`config.mk`:
```
export PLATFORM = sky130hd
export DESIGN_NAME = kti_ctrl
export DESIGN_NICKNAME = d
export VERILOG_FILES = /design/src/rtl/core/kti_pkg.sv /design/src/rtl/core/kti_ctrl.sv
export SDC_FILE = /design/constraint.sdc
export NUM_CORES = 1
export LEC_CHECK = 0
export BUFFER_PORTS_ARGS = -buffer_cell sky130_fd_sc_hd__buf_2
export CORE_MARGIN = 4
export CORE_UTILIZATION = 51
export CTS_BUF_LIST = sky130_fd_sc_hd__clkbuf_2
export CTS_CLUSTER_SIZE = 40
export DETAILED_ROUTE_END_ITERATION = 8
export PLACE_DENSITY_LB_ADDON = 0.15
export REMOVE_ABC_BUFFERS = 1
export SKIP_CTS_REPAIR_TIMING = 1
export SLEW_MARGIN = 20
export SYNTH_ARGS = -nofsm -noshare
export SYNTH_HDL_FRONTEND = slang
export SYNTH_SLANG_ARGS = --single-unit
```
`constraint.sdc`:
```
create_clock -name clk -period 1.9 [get_ports clk]
set_clock_uncertainty 0.2 [all_clocks]
set_input_delay 0.285 -clock clk [delete_from_list [all_inputs] [get_ports clk]]
set_output_delay 0.285 -clock clk [all_outputs]
set_load 0.05 [all_outputs]
```
`src/rtl/core/kti_pkg.sv`:
```
// ----------------------------------------------------------------------------
// kti_pkg
// Shared types and codes of the keyframe track interpolator.
// ----------------------------------------------------------------------------
`default_nettype none

package kti_pkg;

  // input item kinds (tuser)
  localparam logic IN_LOAD  = 1'b0;
  localparam logic IN_QUERY = 1'b1;

  // configuration register indexes
  typedef logic [7:0] reg_idx_t;
  localparam reg_idx_t REG_KEY_COUNT  = 8'd0;
  localparam reg_idx_t REG_TRACK_KIND = 8'd1;

  // result status codes
  typedef logic [1:0] kstat_t;
  localparam kstat_t STAT_OK       = 2'd0;
  localparam kstat_t STAT_ZERO_LEN = 2'd1;
  localparam kstat_t STAT_SAT      = 2'd2;

  // step saturation and normalization window exponents
  localparam int STEP_LIM_LOG = 29;
  localparam int NORM_LO_LOG  = 29;
  localparam int NORM_HI_LOG  = 30;

  typedef struct packed {
    logic [31:0]      t;
    logic [3:0][31:0] c;
  } key_t;

  // datapath operations
  typedef logic [4:0] dp_op_t;
  localparam dp_op_t OP_NOP     = 5'd0;
  localparam dp_op_t OP_LOAD    = 5'd1;
  localparam dp_op_t OP_QSTART  = 5'd2;
  localparam dp_op_t OP_SRD     = 5'd3;
  localparam dp_op_t OP_SCMP    = 5'd4;
  localparam dp_op_t OP_RDA     = 5'd5;
  localparam dp_op_t OP_RDB     = 5'd6;
  localparam dp_op_t OP_CAPB    = 5'd7;
  localparam dp_op_t OP_DSTART  = 5'd8;
  localparam dp_op_t OP_STEP    = 5'd9;
  localparam dp_op_t OP_MUL     = 5'd10;
  localparam dp_op_t OP_ADD     = 5'd11;
  localparam dp_op_t OP_NCLR    = 5'd12;
  localparam dp_op_t OP_NORM    = 5'd13;
  localparam dp_op_t OP_SQ      = 5'd14;
  localparam dp_op_t OP_SACC    = 5'd15;
  localparam dp_op_t OP_RTINIT  = 5'd16;
  localparam dp_op_t OP_RT      = 5'd17;
  localparam dp_op_t OP_QDSTART = 5'd18;
  localparam dp_op_t OP_QCAP    = 5'd19;
  localparam dp_op_t OP_FIN     = 5'd20;
  localparam dp_op_t OP_RD0     = 5'd21;
  localparam dp_op_t OP_CAP0    = 5'd22;

  // result source select
  typedef logic [1:0] fin_sel_t;
  localparam fin_sel_t FIN_ONE  = 2'd0;
  localparam fin_sel_t FIN_VEC  = 2'd1;
  localparam fin_sel_t FIN_UNIT = 2'd2;
  localparam fin_sel_t FIN_QUAT = 2'd3;

  typedef struct packed {
    dp_op_t     op;
    logic [1:0] comp;
    fin_sel_t   sel;
  } dp_cmd_t;

  typedef struct packed {
    logic n_one;
    logic found;
    logic last;
    logic den_zero;
    logic div_busy;
    logic quat;
    logic m_zero;
    logic norm_done;
    logic rt_done;
    logic out_free;
  } dp_stat_t;

endpackage

`default_nettype wire

```
`src/rtl/core/kti_ctrl.sv`:
```
// ----------------------------------------------------------------------------
// kti_ctrl
// Sequencer of one query: search, step division, lerp, normalization.
// ----------------------------------------------------------------------------
`default_nettype none

module kti_ctrl (
  input  wire logic              clk,
  input  wire logic              rst_n,
  input  wire logic              in_valid,
  input  wire logic              in_opcode,
  output logic                   in_ready,
  input  wire kti_pkg::dp_stat_t stat,
  output kti_pkg::dp_cmd_t       cmd
);
  import kti_pkg::*;

  localparam logic [4:0] S_IDLE    = 5'd0;
  localparam logic [4:0] S_ONE_RD  = 5'd1;
  localparam logic [4:0] S_ONE_CAP = 5'd2;
  localparam logic [4:0] S_SRD     = 5'd3;
  localparam logic [4:0] S_SCMP    = 5'd4;
  localparam logic [4:0] S_RDA     = 5'd5;
  localparam logic [4:0] S_RDB     = 5'd6;
  localparam logic [4:0] S_CAPB    = 5'd7;
  localparam logic [4:0] S_DSTART  = 5'd8;
  localparam logic [4:0] S_DWAIT   = 5'd9;
  localparam logic [4:0] S_MUL     = 5'd10;
  localparam logic [4:0] S_ADD     = 5'd11;
  localparam logic [4:0] S_NCHK    = 5'd12;
  localparam logic [4:0] S_NORM    = 5'd13;
  localparam logic [4:0] S_SQ      = 5'd14;
  localparam logic [4:0] S_SACC    = 5'd15;
  localparam logic [4:0] S_RTINIT  = 5'd16;
  localparam logic [4:0] S_RT      = 5'd17;
  localparam logic [4:0] S_QDIV    = 5'd18;
  localparam logic [4:0] S_QWAIT   = 5'd19;
  localparam logic [4:0] S_FIN     = 5'd20;

  logic [4:0] state_r, state_nxt;
  logic [1:0] j_r, j_nxt;
  fin_sel_t   fsel_r, fsel_nxt;

  always_ff @(posedge clk) begin
    if (!rst_n) begin
      state_r <= S_IDLE;
      j_r     <= '0;
      fsel_r  <= FIN_ONE;
    end else begin
      state_r <= state_nxt;
      j_r     <= j_nxt;
      fsel_r  <= fsel_nxt;
    end
  end

  always_comb begin
    state_nxt = state_r;
    j_nxt     = j_r;
    fsel_nxt  = fsel_r;
    cmd.op    = OP_NOP;
    cmd.comp  = j_r;
    cmd.sel   = fsel_r;
    in_ready  = state_r == S_IDLE;
    case (state_r)
      S_IDLE: begin
        if (in_valid) begin
          if (in_opcode == IN_LOAD) begin
            cmd.op = OP_LOAD;
          end else begin
            cmd.op    = OP_QSTART;
            state_nxt = stat.n_one ? S_ONE_RD : S_SRD;
          end
        end
      end
      S_ONE_RD: begin
        cmd.op    = OP_RD0;
        state_nxt = S_ONE_CAP;
      end
      S_ONE_CAP: begin
        cmd.op    = OP_CAP0;
        fsel_nxt  = FIN_ONE;
        state_nxt = S_FIN;
      end
      S_SRD: begin
        cmd.op    = OP_SRD;
        state_nxt = S_SCMP;
      end
      S_SCMP: begin
        cmd.op    = OP_SCMP;
        state_nxt = (stat.found || stat.last) ? S_RDA : S_SRD;
      end
      S_RDA: begin
        cmd.op    = OP_RDA;
        state_nxt = S_RDB;
      end
      S_RDB: begin
        cmd.op    = OP_RDB;
        state_nxt = S_CAPB;
      end
      S_CAPB: begin
        cmd.op    = OP_CAPB;
        state_nxt = S_DSTART;
      end
      S_DSTART: begin
        cmd.op    = OP_DSTART;
        j_nxt     = '0;
        state_nxt = stat.den_zero ? S_MUL : S_DWAIT;
      end
      S_DWAIT: begin
        if (!stat.div_busy) begin
          cmd.op    = OP_STEP;
          state_nxt = S_MUL;
        end
      end
      S_MUL: begin
        cmd.op    = OP_MUL;
        state_nxt = S_ADD;
      end
      S_ADD: begin
        cmd.op = OP_ADD;
        if (j_r == 2'd3) begin
          if (stat.quat) begin
            state_nxt = S_NCHK;
          end else begin
            fsel_nxt  = FIN_VEC;
            state_nxt = S_FIN;
          end
        end else begin
          j_nxt     = j_r + 2'd1;
          state_nxt = S_MUL;
        end
      end
      S_NCHK: begin
        cmd.op = OP_NCLR;
        j_nxt  = '0;
        if (stat.m_zero) begin
          fsel_nxt  = FIN_UNIT;
          state_nxt = S_FIN;
        end else begin
          state_nxt = S_NORM;
        end
      end
      S_NORM: begin
        if (stat.norm_done) state_nxt = S_SQ;
        else cmd.op = OP_NORM;
      end
      S_SQ: begin
        cmd.op    = OP_SQ;
        state_nxt = S_SACC;
      end
      S_SACC: begin
        cmd.op = OP_SACC;
        if (j_r == 2'd3) begin
          state_nxt = S_RTINIT;
        end else begin
          j_nxt     = j_r + 2'd1;
          state_nxt = S_SQ;
        end
      end
      S_RTINIT: begin
        cmd.op    = OP_RTINIT;
        state_nxt = S_RT;
      end
      S_RT: begin
        if (stat.rt_done) begin
          j_nxt     = '0;
          state_nxt = S_QDIV;
        end else begin
          cmd.op = OP_RT;
        end
      end
      S_QDIV: begin
        cmd.op    = OP_QDSTART;
        state_nxt = S_QWAIT;
      end
      S_QWAIT: begin
        if (!stat.div_busy) begin
          cmd.op = OP_QCAP;
          if (j_r == 2'd3) begin
            fsel_nxt  = FIN_QUAT;
            state_nxt = S_FIN;
          end else begin
            j_nxt     = j_r + 2'd1;
            state_nxt = S_QDIV;
          end
        end
      end
      S_FIN: begin
        if (stat.out_free) begin
          cmd.op    = OP_FIN;
          state_nxt = S_IDLE;
        end
      end
      default: state_nxt = S_IDLE;
    endcase
  end

endmodule

`default_nettype wire

```
After elaboration in Yosys (flattened, before gate mapping)

Cells that the tools add are included.

Memory bits (read-only): 0
Memories: 0
Memory bits (writable): 0
Output and inout bits: 10
Bits of input ports: 14
Register bits after elaboration: 9
Logic and storage cells: 79
Bits in latches: 0

Shift operators: 0
Add/sub/neg operators: 1
Reductions and logical operators: 9
Multiplexer cells: 34
$mul: 0
Eq/ne operators: 32
Bitwise gates (word level): 0
Div/mod/pow operators: 0
$lt $le $gt $ge: 0

Operators with widths:

| kind                  | count |
|---|---|
| $pmux W5 S21          | 2 |
| $mux W5               | 14 |
| $eq A5 B4 Y1 const B  | 8 |
| $eq A5 B5 Y1 const B  | 5 |
| $mux W2               | 12 |
| $ne A2 B2 Y1 const B  | 11 |
| $eq A5 B3 Y1 const B  | 4 |
| $pmux W2 S4           | 2 |
| $eq A5 B2 Y1 const B  | 2 |
| $mux W4               | 2 |
| $reduce_bool A4 Y1    | 2 |
| $reduce_and A7 Y1     | 1 |
| $mux W3               | 2 |
| $reduce_and A6 Y1     | 1 |
| $eq A5 B1 Y1 const B  | 1 |
| $logic_not A5 Y1      | 1 |
| $reduce_or A2 Y1      | 2 |
| $reduce_and A3 Y1     | 1 |
| $add A2 B1 Y2 const B | 1 |
| $eq A2 B2 Y1 const B  | 1 |
| $logic_or A1 B1 Y1    | 1 |

Depth between registers and ports, before layout

Word-level depth: 4
Mapped depth: 8
Mapped depth without buffers: 6

Worst setup path before layout

No wires, ideal clock.

Path kind: register to output
Start: register state_r[0]
End: output port cmd[4] (netlist bit)
Path buffers: 1
Cell stages (with the launch flop): 6
Setup slack: -1497 ps
Data arrival time: 2912 ps
Data required time: 1415 ps
Cells stage by stage: dfxtp_1 -> buf_6 -> or3_1 -> nor3_1 -> nand2_1 -> o211ai_1

RTL lines:

| element                | line           | source |
|---|---|---|
| from (decl)            | kti_ctrl.sv:40 | `logic [4:0] state_r, state_nxt;` |
| from (signal assigned) | kti_ctrl.sv:50 | `state_r <= state_nxt;` |
| to (decl)              | kti_ctrl.sv:14 | `output kti_pkg::dp_cmd_t cmd` |

==> results.ini <==
[run_status]
status=finished with violations
violations=setup timing

[cts]
tritoncts=built
cts-root-buf=clkbuf_2
clk_pin_slew_ns=0.10
worstSkewPairLatency_ns=0.26
numCtsBuffers=3
clkSinkCount=9
cts_max_path_buffers=2
ctsHtreeMaxLevel=1

[drt]
wl_per_cell_um=19.9
drt_iter0_drc=107
drt_wl_total_um=4760
ant_nets=0
drc=0
vias_per_cell=6.60
vias=1585
dr.pass1.iters=5

[synth]
synth_edf_count=0
synth_top_area_share_pct=16.1
synth-main-ff-cell=dfxtp_1
netlist_area_um2=1120
syn_inst=160
ys_ff_latch=9
synth_area_per_cell_um2=6.98
yosys_warnings=0
yosysSeqAreaShare_pct=16.1
synth_cell_types=53
synthTopCellsByArea=dfxtp_1 (16%), a21oi_1 (7.6%), nand2_1 (5.7%)
yosys.area.top_type=dfxtp_1
synthArstFlopShare_pct=0

[cells_and_area]
final_common_cell=buf_4
fillers=102
antenna_cells=0
final_nets=229
drive_above_1_share_pct=50.7
area_delta_synth_final_pct=59.3
final_area_um2=1780
final_cell_mix=buf_4 (39), nand2_1 (17), buf_2 (17), a21oi_1 (12)

[floorplan]
design.die.area_um2=3000
io-pin-count=24
die-width_um=54.8
core_um2=2020
die_h_um=54.8
rows=16
start_util_pct=55.2

[setup_path]
r2r_end=fsel_r[0]
crit_fanout=5
r2r_cells=7
r2r_slack_ns=-0.28
cp-start-kind=flop
r2r-start=state_r[0]
critPathKind=flop to output port
end_kind=output port
worstPathRequired_ns=1.41
crit_arrival_ns=1.72

[place]
gp_congestion=0.965
hpwl_um=2800
post_dp_cell_area_um2=1460
io_buffers=23

[timing]
fmax_mhz=454
finalCriticalPeriod_ns=2.20
slew_viol_final=0
rsz0062_at_grt=yes
setup_slack_ns=-0.301
setup_viol=12
slew_headroom_pct=69.0
fin_crit_sh_pct=116
worst_pin_slew_ns=0.465
final_hold_viol_count=0
holdWs_ns=0.140

[min_path]
worstHoldEndpoint=state_r[2]
worstHoldPathType=primary input to flop
min-delay-start=rst_n
hold_depth=2

[global_route]
grt_max_degree=18
grt_pass1_wl_um=5840
grt-ovfl-total=0
antenna_found_initial=0
grt_pass1_vias=1268
grt_usage_pct=28.0

[job]
cap_violations=0

[power_and_ir_drop]
p_per_area_nw_per_um2=1590
ir_drop_uv=1790
leakagePower_nw=0.719

==> critical path, stage by stage, from the launching register on <==
cell      delay [ns]
dfxtp_4         0.39
or3b_4          0.40
o32a_1          0.33
o211ai_1        0.10
buf_4           0.22
==> cells in the mapped netlist (all sizes together) (2+ instances only) <==
cell type / n
a22oi: 2
a221oi: 2
mux2i: 3
o31ai: 2
o21ai: 11
nand2b: 3
buf: 9
o21bai: 2
o22ai: 3
and3: 2
o211ai: 2
clkbuf: 8
or4: 2
nor3: 8
nand2: 17
dfxtp: 9
o311a: 2
or3b: 3
a21oi: 18
nor3b: 6
inv: 5
o21a: 2
nor2: 7
or3: 3
nor2b: 5
nor4: 2
nand3: 3
a32o: 2
==> final cells by class <==
type / count / area, um^2 / share of cell area [%]
repair buffers: 66 / 498 / 28.0
inverters: 5 / 18.8 / 1.06
clock buffers: 4 / 20.0 / 1.13
well taps: 27 / 33.8 / 1.90
flip-flops and latches: 9 / 196 / 11.0
multi-input cells: 129 / 1010 / 56.9
==> how the worst max path moves through the flow <==
stage | startpoint | endpoint | slack (ns) | depth (start not counted)
final | state_r[4] | cmd[4] | -0.30 | 4
after global routing | state_r[4] | cmd[4] | -0.34 | 4
after CTS | state_r[0] | cmd[4] | -0.44 | 5
after detailed placement | state_r[1] | fsel_r[0] | -0.14 | 6
after global placement | state_r[3] | state_r[4] | -0.12 | 6
after floorplan | state_r[0] | cmd[4] | -1.63 | 4
==> cell families (layout without fill, tap and decap cells) <==
family | Yosys count | after routing | synth area share [%]
adders and majority gates | 1 | 1 | 1.12
buffers and inverters | 22 | 75 | 8.63
xor gates and xnor gates | 1 | 1 | 0.785
muxes | 4 | 4 | 3.70
AOI/OAI and AO/OA | 57 | 57 | 36.0
DFF | 9 | 9 | 16.1
and+or+nand+nor | 66 | 66 | 33.6
==> metal layers <==
layer  vias to the layer above  wire length (um)  track usage (%)
met5                         -                 0                0
met4                         0               183             12.9
met2                       125              2250             42.1
li1                        708                 -                -
met1                       724              1820             37.0
met3                        28               510             6.81
==> sequential cells by signal, summed over array words and instances (netlist names) <==
register  cells
fsel_r        2
j_r           2
state_r       5
==> power breakdown <==
part / switching [mW] / total (mW) / internal, mW
sequential: 0.0654 / 0.308 / 0.242
combinational: 1.31 / 2.39 / 1.08
clock: 0.0746 / 0.130 / 0.0559
total: 1.45 / 2.83 / 1.38
==> stage by stage <==
step           setup TNS [ns]  utilization, %  total power, mW  worst slack [ns]  instances
2_1_floorplan           -6.16               -             1.36             -1.63        143
3_3_place_gp           -0.354            72.1             1.96            -0.118        229
3_5_place_dp           -0.653            72.1             1.98            -0.140        229
4_1_cts                 -2.47            73.1             2.12            -0.437        233
5_1_grt                 -2.61            87.9             2.96            -0.343        240
6_report                -1.92            87.9             2.83            -0.301        240
Power figures use the tool's default switching activity.
